--- src/design/ile_pkg.sv ---
// Shared types, sizes and request/status codes of the indexed list engine.
`default_nettype none

package ile_pkg;

  localparam int CAPACITY    = 64;
  localparam int ADDR_W      = $clog2(CAPACITY);
  localparam int CNT_W       = $clog2(CAPACITY + 1);
  localparam int MODE_W      = 3;
  localparam int POS_W       = 7;
  localparam int DATA_W      = 32;
  localparam int STATUS_W    = 2;
  localparam int COUNT_OUT_W = 7;
  localparam int CMP_W       = (CNT_W > POS_W) ? CNT_W : POS_W;

  typedef logic [MODE_W-1:0]   mode_t;
  typedef logic [STATUS_W-1:0] status_t;
  typedef logic signed [DATA_W-1:0] data_t;

  localparam mode_t MODE_TAIL_INS = 3'd0;
  localparam mode_t MODE_HEAD_INS = 3'd1;
  localparam mode_t MODE_IDX_INS  = 3'd2;
  localparam mode_t MODE_READ     = 3'd3;
  localparam mode_t MODE_HEAD_DEL = 3'd4;
  localparam mode_t MODE_TAIL_DEL = 3'd5;
  localparam mode_t MODE_IDX_DEL  = 3'd6;

  localparam status_t ST_OK        = 2'd0;
  localparam status_t ST_BAD_INDEX = 2'd1;
  localparam status_t ST_EMPTY     = 2'd2;
  localparam status_t ST_FULL      = 2'd3;

  localparam data_t READ_BAD = -32'sd1;

endpackage

`default_nettype wire

--- src/design/ile_if.sv ---
// Request and result channel interfaces of the indexed list engine.
`default_nettype none

interface ile_in_if;
  logic                          valid;
  logic                          ready;
  logic [ile_pkg::MODE_W-1:0]    mode;
  logic [ile_pkg::POS_W-1:0]     position;
  logic signed [ile_pkg::DATA_W-1:0] value;

  modport source (output valid, mode, position, value, input ready);
  modport sink   (input valid, mode, position, value, output ready);
endinterface

interface ile_out_if;
  logic                               valid;
  logic                               ready;
  logic signed [ile_pkg::DATA_W-1:0]  read_value;
  logic [ile_pkg::STATUS_W-1:0]       status;
  logic [ile_pkg::COUNT_OUT_W-1:0]    entry_count;

  modport source (output valid, read_value, status, entry_count, input ready);
  modport sink   (input valid, read_value, status, entry_count, output ready);
endinterface

`default_nettype wire

--- src/design/indexed_list_engine.sv ---
// Indexed list engine: ordered list of signed entries held in one synchronous memory.
//
//   Channel   Direction  Contents
//   in_ch     sink       mode, position, value
//   out_ch    source     read_value, status, entry_count
//
// A refused request or an unused mode has its result registered at the edge
// that takes it. A read passes through S_RDWAIT; an insert or delete passes
// through S_MOVE once for each entry moved one place, then through S_FINISH.
// The memory's one read port and one write port move one entry
// per cycle. Reset empties the list at once. A result waits in the output
// register until taken; the next request is taken in the same cycle as that
// result leaves.
`default_nettype none

module indexed_list_engine (
  input  wire logic  clk,
  input  wire logic  rst_n,
  ile_in_if.sink     in_ch,
  ile_out_if.source  out_ch
);

  typedef enum logic [3:0] {
    S_IDLE   = 4'b0001,
    S_MOVE   = 4'b0010,
    S_FINISH = 4'b0100,
    S_RDWAIT = 4'b1000
  } state_t;

  state_t state_r, state_nxt;

  logic [ile_pkg::CNT_W-1:0]  count_r, count_nxt;
  logic [ile_pkg::CNT_W-1:0]  left_r, left_nxt;
  logic [ile_pkg::ADDR_W-1:0] rd_ptr_r, rd_ptr_nxt;
  logic [ile_pkg::ADDR_W-1:0] wr_ptr_r, wr_ptr_nxt;
  logic [ile_pkg::ADDR_W-1:0] at_r, at_nxt;
  logic                       up_r, up_nxt;
  logic                       ins_r, ins_nxt;
  ile_pkg::data_t             val_r, val_nxt;

  logic                       out_valid_r, out_valid_nxt;
  ile_pkg::data_t             out_rv_r, out_rv_nxt;
  ile_pkg::status_t           out_st_r, out_st_nxt;
  logic [ile_pkg::COUNT_OUT_W-1:0] out_cnt_r, out_cnt_nxt;

  // Entry store and its read data register.
  logic [ile_pkg::DATA_W-1:0] mem [ile_pkg::CAPACITY];
  logic [ile_pkg::DATA_W-1:0] mem_rdata_r;
  logic                       mem_we;
  logic [ile_pkg::ADDR_W-1:0] mem_waddr;
  logic [ile_pkg::DATA_W-1:0] mem_wdata;
  logic [ile_pkg::ADDR_W-1:0] mem_raddr;

  logic                       accept;
  logic [ile_pkg::CMP_W-1:0]  pos_x, cnt_x;
  logic [ile_pkg::CNT_W-1:0]  at_c, moves_c;
  logic                       full_c, empty_c;

  always_ff @(posedge clk) begin
    if (mem_we) begin
      mem[mem_waddr] <= mem_wdata;
    end
    mem_rdata_r <= mem[mem_raddr];
  end

  assign in_ch.ready = (state_r == S_IDLE) && (!out_valid_r || out_ch.ready);
  assign accept      = in_ch.valid && in_ch.ready;

  assign pos_x   = ile_pkg::CMP_W'(in_ch.position);
  assign cnt_x   = ile_pkg::CMP_W'(count_r);
  assign full_c  = (count_r == ile_pkg::CNT_W'(ile_pkg::CAPACITY));
  assign empty_c = (count_r == '0);

  always_comb begin
    state_nxt     = state_r;
    count_nxt     = count_r;
    left_nxt      = left_r;
    rd_ptr_nxt    = rd_ptr_r;
    wr_ptr_nxt    = wr_ptr_r;
    at_nxt        = at_r;
    up_nxt        = up_r;
    ins_nxt       = ins_r;
    val_nxt       = val_r;
    out_valid_nxt = out_valid_r && !out_ch.ready;
    out_rv_nxt    = out_rv_r;
    out_st_nxt    = out_st_r;
    out_cnt_nxt   = out_cnt_r;
    mem_we        = 1'b0;
    mem_waddr     = wr_ptr_r;
    mem_wdata     = mem_rdata_r;
    mem_raddr     = rd_ptr_r;
    at_c          = '0;
    moves_c       = '0;

    case (state_r)
      S_IDLE: begin
        if (accept) begin
          // Immediate result unless the request goes on below.
          out_valid_nxt = 1'b1;
          out_rv_nxt    = '0;
          out_st_nxt    = ile_pkg::ST_OK;
          out_cnt_nxt   = ile_pkg::COUNT_OUT_W'(count_r);
          val_nxt       = in_ch.value;
          case (in_ch.mode)
            ile_pkg::MODE_TAIL_INS, ile_pkg::MODE_HEAD_INS, ile_pkg::MODE_IDX_INS: begin
              if (in_ch.mode == ile_pkg::MODE_TAIL_INS) begin
                at_c = count_r;
              end else if (in_ch.mode == ile_pkg::MODE_IDX_INS) begin
                at_c = ile_pkg::CNT_W'(in_ch.position);
              end
              if ((in_ch.mode == ile_pkg::MODE_IDX_INS) && (pos_x > cnt_x)) begin
                out_st_nxt = ile_pkg::ST_BAD_INDEX;
              end else if (full_c) begin
                out_st_nxt = ile_pkg::ST_FULL;
              end else begin
                out_valid_nxt = 1'b0;
                ins_nxt       = 1'b1;
                up_nxt        = 1'b1;
                at_nxt        = at_c[ile_pkg::ADDR_W-1:0];
                moves_c       = count_r - at_c;
                left_nxt      = moves_c;
                // Open the gap from the top down: read i-1, write i.
                mem_raddr     = ile_pkg::ADDR_W'(count_r - 1'b1);
                rd_ptr_nxt    = ile_pkg::ADDR_W'(count_r - 2'd2);
                wr_ptr_nxt    = count_r[ile_pkg::ADDR_W-1:0];
                state_nxt     = (moves_c != '0) ? S_MOVE : S_FINISH;
              end
            end
            ile_pkg::MODE_READ: begin
              if (pos_x < cnt_x) begin
                out_valid_nxt = 1'b0;
                mem_raddr     = in_ch.position[ile_pkg::ADDR_W-1:0];
                state_nxt     = S_RDWAIT;
              end else begin
                out_rv_nxt = ile_pkg::READ_BAD;
                out_st_nxt = ile_pkg::ST_BAD_INDEX;
              end
            end
            ile_pkg::MODE_HEAD_DEL, ile_pkg::MODE_TAIL_DEL, ile_pkg::MODE_IDX_DEL: begin
              if (in_ch.mode == ile_pkg::MODE_TAIL_DEL) begin
                at_c = count_r - 1'b1;
              end else if (in_ch.mode == ile_pkg::MODE_IDX_DEL) begin
                at_c = ile_pkg::CNT_W'(in_ch.position);
              end
              if (empty_c) begin
                out_st_nxt = ile_pkg::ST_EMPTY;
              end else if ((in_ch.mode == ile_pkg::MODE_IDX_DEL) && (pos_x >= cnt_x)) begin
                out_st_nxt = ile_pkg::ST_BAD_INDEX;
              end else begin
                out_valid_nxt = 1'b0;
                ins_nxt       = 1'b0;
                up_nxt        = 1'b0;
                at_nxt        = at_c[ile_pkg::ADDR_W-1:0];
                moves_c       = count_r - 1'b1 - at_c;
                left_nxt      = moves_c;
                // Close the gap from the bottom up: read i+1, write i.
                mem_raddr     = ile_pkg::ADDR_W'(at_c + 1'b1);
                rd_ptr_nxt    = ile_pkg::ADDR_W'(at_c + 2'd2);
                wr_ptr_nxt    = at_c[ile_pkg::ADDR_W-1:0];
                state_nxt     = (moves_c != '0) ? S_MOVE : S_FINISH;
              end
            end
            default: begin
            end
          endcase
        end
      end

      S_MOVE: begin
        mem_we    = 1'b1;
        mem_waddr = wr_ptr_r;
        mem_wdata = mem_rdata_r;
        mem_raddr = rd_ptr_r;
        left_nxt  = left_r - 1'b1;
        if (up_r) begin
          wr_ptr_nxt = wr_ptr_r - 1'b1;
          rd_ptr_nxt = rd_ptr_r - 1'b1;
        end else begin
          wr_ptr_nxt = wr_ptr_r + 1'b1;
          rd_ptr_nxt = rd_ptr_r + 1'b1;
        end
        if (left_r == ile_pkg::CNT_W'(1)) begin
          state_nxt = S_FINISH;
        end
      end

      S_FINISH: begin
        if (ins_r) begin
          mem_we    = 1'b1;
          mem_waddr = at_r;
          mem_wdata = val_r;
          count_nxt = count_r + 1'b1;
        end else begin
          count_nxt = count_r - 1'b1;
        end
        out_valid_nxt = 1'b1;
        out_rv_nxt    = '0;
        out_st_nxt    = ile_pkg::ST_OK;
        out_cnt_nxt   = ile_pkg::COUNT_OUT_W'(count_nxt);
        state_nxt     = S_IDLE;
      end

      S_RDWAIT: begin
        out_valid_nxt = 1'b1;
        out_rv_nxt    = mem_rdata_r;
        out_st_nxt    = ile_pkg::ST_OK;
        out_cnt_nxt   = ile_pkg::COUNT_OUT_W'(count_r);
        state_nxt     = S_IDLE;
      end

      default: begin
        state_nxt = S_IDLE;
      end
    endcase
  end

  always_ff @(posedge clk) begin
    if (!rst_n) begin
      state_r     <= S_IDLE;
      count_r     <= '0;
      out_valid_r <= 1'b0;
    end else begin
      state_r     <= state_nxt;
      count_r     <= count_nxt;
      out_valid_r <= out_valid_nxt;
    end
  end

  always_ff @(posedge clk) begin
    left_r    <= left_nxt;
    rd_ptr_r  <= rd_ptr_nxt;
    wr_ptr_r  <= wr_ptr_nxt;
    at_r      <= at_nxt;
    up_r      <= up_nxt;
    ins_r     <= ins_nxt;
    val_r     <= val_nxt;
    out_rv_r  <= out_rv_nxt;
    out_st_r  <= out_st_nxt;
    out_cnt_r <= out_cnt_nxt;
  end

  assign out_ch.valid       = out_valid_r;
  assign out_ch.read_value  = out_rv_r;
  assign out_ch.status      = out_st_r;
  assign out_ch.entry_count = out_cnt_r;

endmodule

`default_nettype wire

--- src/flat_wrapper.sv ---
// flat-port wrapper written by rule: the top's interface ports become plain ports
module indexed_list_engine_flat 
  (clk, rst_n, in_ch_valid, in_ch_mode, in_ch_position, in_ch_value, in_ch_ready, out_ch_valid, out_ch_read_value, out_ch_status, out_ch_entry_count, out_ch_ready);
  ile_in_if in_ch_i ();
  ile_out_if out_ch_i ();
  input  wire logic clk;
  input  wire logic rst_n;
  input wire logic [$bits(in_ch_i.valid)-1:0] in_ch_valid;
  input wire logic [$bits(in_ch_i.mode)-1:0] in_ch_mode;
  input wire logic [$bits(in_ch_i.position)-1:0] in_ch_position;
  input wire logic [$bits(in_ch_i.value)-1:0] in_ch_value;
  output wire logic [$bits(in_ch_i.ready)-1:0] in_ch_ready;
  output wire logic [$bits(out_ch_i.valid)-1:0] out_ch_valid;
  output wire logic [$bits(out_ch_i.read_value)-1:0] out_ch_read_value;
  output wire logic [$bits(out_ch_i.status)-1:0] out_ch_status;
  output wire logic [$bits(out_ch_i.entry_count)-1:0] out_ch_entry_count;
  input wire logic [$bits(out_ch_i.ready)-1:0] out_ch_ready;
  assign in_ch_i.valid = in_ch_valid;
  assign in_ch_i.mode = in_ch_mode;
  assign in_ch_i.position = in_ch_position;
  assign in_ch_i.value = in_ch_value;
  assign in_ch_ready = in_ch_i.ready;
  assign out_ch_valid = out_ch_i.valid;
  assign out_ch_read_value = out_ch_i.read_value;
  assign out_ch_status = out_ch_i.status;
  assign out_ch_entry_count = out_ch_i.entry_count;
  assign out_ch_i.ready = out_ch_ready;
  indexed_list_engine u_core (.clk(clk), .rst_n(rst_n), .in_ch(in_ch_i), .out_ch(out_ch_i));
endmodule
--- config.mk ---
export PLATFORM = sky130hd
export DESIGN_NAME = indexed_list_engine_flat
export DESIGN_NICKNAME = d
export VERILOG_FILES = /design/src/design/ile_pkg.sv /design/src/design/ile_if.sv /design/src/design/indexed_list_engine.sv /design/src/flat_wrapper.sv
export SDC_FILE = /design/constraint.sdc
export NUM_CORES = 2
export LEC_CHECK = 0
export BUFFER_PORTS_ARGS = -buffer_cell sky130_fd_sc_hd__buf_2
export CAP_MARGIN = 20
export CORE_ASPECT_RATIO = 1.5
export CORE_UTILIZATION = 25
export CTS_BUF_LIST = sky130_fd_sc_hd__clkbuf_2
export CTS_CLUSTER_SIZE = 24
export DETAILED_ROUTE_END_ITERATION = 8
export PLACE_DENSITY_LB_ADDON = 0.15
export SLEW_MARGIN = 20
export SYNTH_ARGS = -nofsm -noshare
export SYNTH_HDL_FRONTEND = slang
export SYNTH_SLANG_ARGS = --single-unit
--- constraint.sdc ---
create_clock -name clk -period 11.7 [get_ports clk]
set_input_delay 1.17 -clock clk [delete_from_list [all_inputs] [get_ports clk]]
set_output_delay 1.17 -clock clk [all_outputs]
set_load 0.005 [all_outputs]
==> flow_metrics.env <==
export IMPL_worstHoldStart="rst_n"
export IMPL_syn_instance_count=6204
export IMPL_worstReg2RegEnd="u_core.mem_rdata_r[30]$_DFF_P_"
export IMPL_die_area_um2=352000
export IMPL_synth_largest_area_cell="edfxtp_1"
export IMPL_start_util_pct=25.1
export IMPL_synth_ff_type="edfxtp_1"
export IMPL_setup_tns_ps=0
export IMPL_power_density_nw_per_um2=193
export IMPL_numCtsBuffers=559
export IMPL_ant_nets=0
export IMPL_synth_seq_area_share_pct=74.7
export IMPL_crit_arrival_ps=8230
export IMPL_status="finished clean"
export IMPL_synth_net_count=6290
export IMPL_startpoint_type="flop"
export IMPL_cell_internal_pwr_mw=12.7
export IMPL_area_growth_syn_to_layout_pct=14.2
export IMPL_async_flop_share_pct=0
export IMPL_synthMuxAreaShare_pct=3.37
export IMPL_p_clk_share_pct=27.1
export IMPL_die_x_um=485
export IMPL_holdWs_ps=379
export IMPL_grt_pass1_vias=56600
export IMPL_min_path_type="in2reg"
export IMPL_vias=55600
export IMPL_io_pins=89
export IMPL_max_freq_ghz=0.151
export IMPL_rsz0062_at_grt="no"
export IMPL_netlist_cell_type_count=79
export IMPL_synth_adder_area_share_pct=0.607
export IMPL_path_class="reg2reg"
export IMPL_gp_congestion=0.829
export IMPL_pre_cts_ws_ps=4840
export IMPL_cts_resized=0
export IMPL_synth_xor_area_share_pct=0.431
export IMPL_power_mw=19.3
export IMPL_rrSetupSlack_ps=5090
export IMPL_finalHoldViolCount=0
export IMPL_post_cts_buffers=0
export IMPL_wl_per_cell_um=26.9
export IMPL_crit_required_ps=13310
export IMPL_via_per_inst=4.77
export IMPL_setup_ws_ps=5090
export IMPL_slew_headroom_pct=19.4
export IMPL_r2r_start="u_core.cnt_x[2]$_SDFFE_PN0N_"
export IMPL_ctsHtreeMaxLevel=6
export IMPL_utilization_pct=28.7
export IMPL_gr_usage_all_layers_pct=17.4
export IMPL_nFillCells=35400
export IMPL_clkTransAtPathRegs_ps=120
export IMPL_cts_sinks=2191
export IMPL_holdBufCountCts=91
export IMPL_grt_ovfl_total=0
export IMPL_cts_tree="yes"
export IMPL_synthMostInstantiatedCell="edfxtp_1"
export IMPL_drive_gt1_share_pct=18.0
export IMPL_fin_nets=6809
export IMPL_firstDrtPassIters=5
export IMPL_multi_input_area_um2=21100
export IMPL_slew_viol_final=0
export IMPL_end_kind="flop"
export IMPL_hold_end="u_core.cnt_x[5]$_SDFFE_PN0N_"
export IMPL_yosysWarnings=0
export IMPL_p_leak_nw=34.4
export IMPL_synth_area_um2=87500
export IMPL_synth_commonest_cells="edfxtp_1, nand2_1, nand3_1"
export IMPL_drt_iter0_drc=4019
export IMPL_register_area_um2=65400
export IMPL_die_y_um=726
export IMPL_syn_area_per_cell_um2=14.1
export IMPL_path_max_fanout=32
export IMPL_p_switching_mw=6.62
export IMPL_tightest_slew_ps=1200
export IMPL_routed_wl_um=314000
export IMPL_reg2reg_depth=15
export IMPL_whs_path_depth=3
export IMPL_synth_top_area_share_pct=73.7
export IMPL_synth_simple_area_share_pct=11.7
export IMPL_period_share_pct=56.5
export IMPL_maxCapViolCount=0
export IMPL_dp_hpwl_um=179000
export IMPL_num_rows=265
export IMPL_cts_buffer_depth=4
export IMPL_coreArea_um2=348000
export IMPL_grt_start_max_net_pins=149
export IMPL_switching_share_pct=34.2
export IMPL_antenna_found_initial=31
export IMPL_synth_edf_count=2147
export IMPL_fin_skew_ps=147
export IMPL_grt_pass1_wl_um=437000
export IMPL_comb_power_share_pct=20.8
export IMPL_synth_top_family_by_area="simple AND/OR/NAND/NOR gates"
export IMPL_seqPwrFrac_pct=52.1
export IMPL_setup_viol=0
export IMPL_drc=0
export IMPL_clk_latency_ps=1800
export IMPL_io_buffers=88
export IMPL_ys_seq_elements=2191
export IMPL_root_buffer="clkbuf_2"
export IMPL_min_period_ps=6610
export IMPL_synth_compound_area_share_pct=7.13
export IMPL_synthTopCellsByArea="edfxtp_1, nand2_1, mux2i_1"
export IMPL_ir_drop_v=0.000124
per-layer routing:
| metal | GRT usage [%] | up-vias | routed length, um |
|---|---|---|---|
| li1 | - | 24900 | - |
| met1 | 20.4 | 28600 | 125000 |
| met2 | 32.0 | 1635 | 166000 |
| met3 | 2.65 | 493 | 14600 |
| met4 | 5.57 | 18 | 8700 |
| met5 | 0 | - | 109 |
state kept, by name (all words and copies together) (netlist names):
signal / cells
u_core.val_r: 32
u_core.state_r: 4
u_core.out_ch.status: 2
u_core.mem_rdata_r: 32
u_core.out_ch.valid: 1
u_core.at_r: 6
u_core.out_ch.entry_count: 7
u_core.ins_r: 1
u_core.left_r: 7
u_core.rd_ptr_r: 6
u_core.cnt_x: 7
u_core.out_ch.read_value: 32
u_core.wr_ptr_r: 6
u_core.mem: 2048
layout by cell type, fill, tap and decap left out, drive strengths merged, types with 31 or more instances in the layout:
cell type    count
a2111oi         34
a211oi         171
a21oi          140
a221oi          33
a22oi           67
a31oi          103
a32oi          128
and3           164
buf            259
clkbuf         818
clkinv         100
dfxtp           44
dlygate4sd3     91
edfxtp        2147
ha              36
inv             63
mux2i          292
nand2         1496
nand3          429
nand4           41
nor2           102
nor4            37
o21ai           60
o22a            31
o22ai           36
area by class of cell:
type,instances,share of cell area [%]
Clock buffer,818,4.10
Timing Repair Buffer,350,2.76
Antenna cell,13,0.0326
Inverter,40,0.150
Tap cell,4539,5.69
Sequential cell,2191,65.4
Clock inverter,134,0.720
Multi-Input combinational cell,3581,21.1
metrics by stage:
stage / cell area, um^2 / instances
6_report: 99900 / 11700
5_1_grt: 99900 / 11700
4_1_cts: 99800 / 11700
3_5_place_dp: 94100 / 10600
3_3_place_gp: 94100 / 10600
2_1_floorplan: 87500 / 6204
worst max-delay path, cell delays in order (launching register included):
cell      delay, ps
dfxtp_1         630
inv_1           240
ha_1            290
a21boi_0        180
xnor2_1         630
a22o_1          450
inv_1           180
nor3_1          460
xor2_1          120
o211ai_1        970
nand2_1         360
nor2_4          180
buf_4           570
nor4b_1         910
a21oi_1         140
nor4bb_1        180
cell families after synthesis:
logic type / after synthesis
simple gates: 2340
flops: 2191
compound gates: 864
buf+inv: 432
mux: 294
xor+xnor: 43
fa+ha+maj: 40
power groups by stage:
stage | Combinational [mW] | Clock [mW] | Sequential [mW]
after floorplan | 2.15 | 0 | 10.1
after global placement | 4.04 | 0 | 10.3
after detailed placement | 4.08 | 0 | 10.3
after CTS | 4.11 | 5.48 | 10.1
after global routing | 4.34 | 5.81 | 10.1
final | 4.03 | 5.24 | 10.1
how the worst max path moves through the flow:
stage                                         startpoint                              to  cells after the start
after floorplan                            in_ch_mode[1]  u_core.mem_rdata_r[25]$_DFF_P_                     18
after global placement                     in_ch_mode[1]  u_core.mem_rdata_r[24]$_DFF_P_                     15
after detailed placement                    out_ch_ready   u_core.mem_rdata_r[1]$_DFF_P_                     16
after CTS                 u_core.state_r[0]$_SDFFE_PN1P_   u_core.mem_rdata_r[1]$_DFF_P_                     15
after global routing      u_core.state_r[0]$_SDFFE_PN1P_  u_core.mem_rdata_r[24]$_DFF_P_                     14
final                       u_core.cnt_x[2]$_SDFFE_PN0N_  u_core.mem_rdata_r[30]$_DFF_P_                     15
Power figures use the tool's default switching activity.
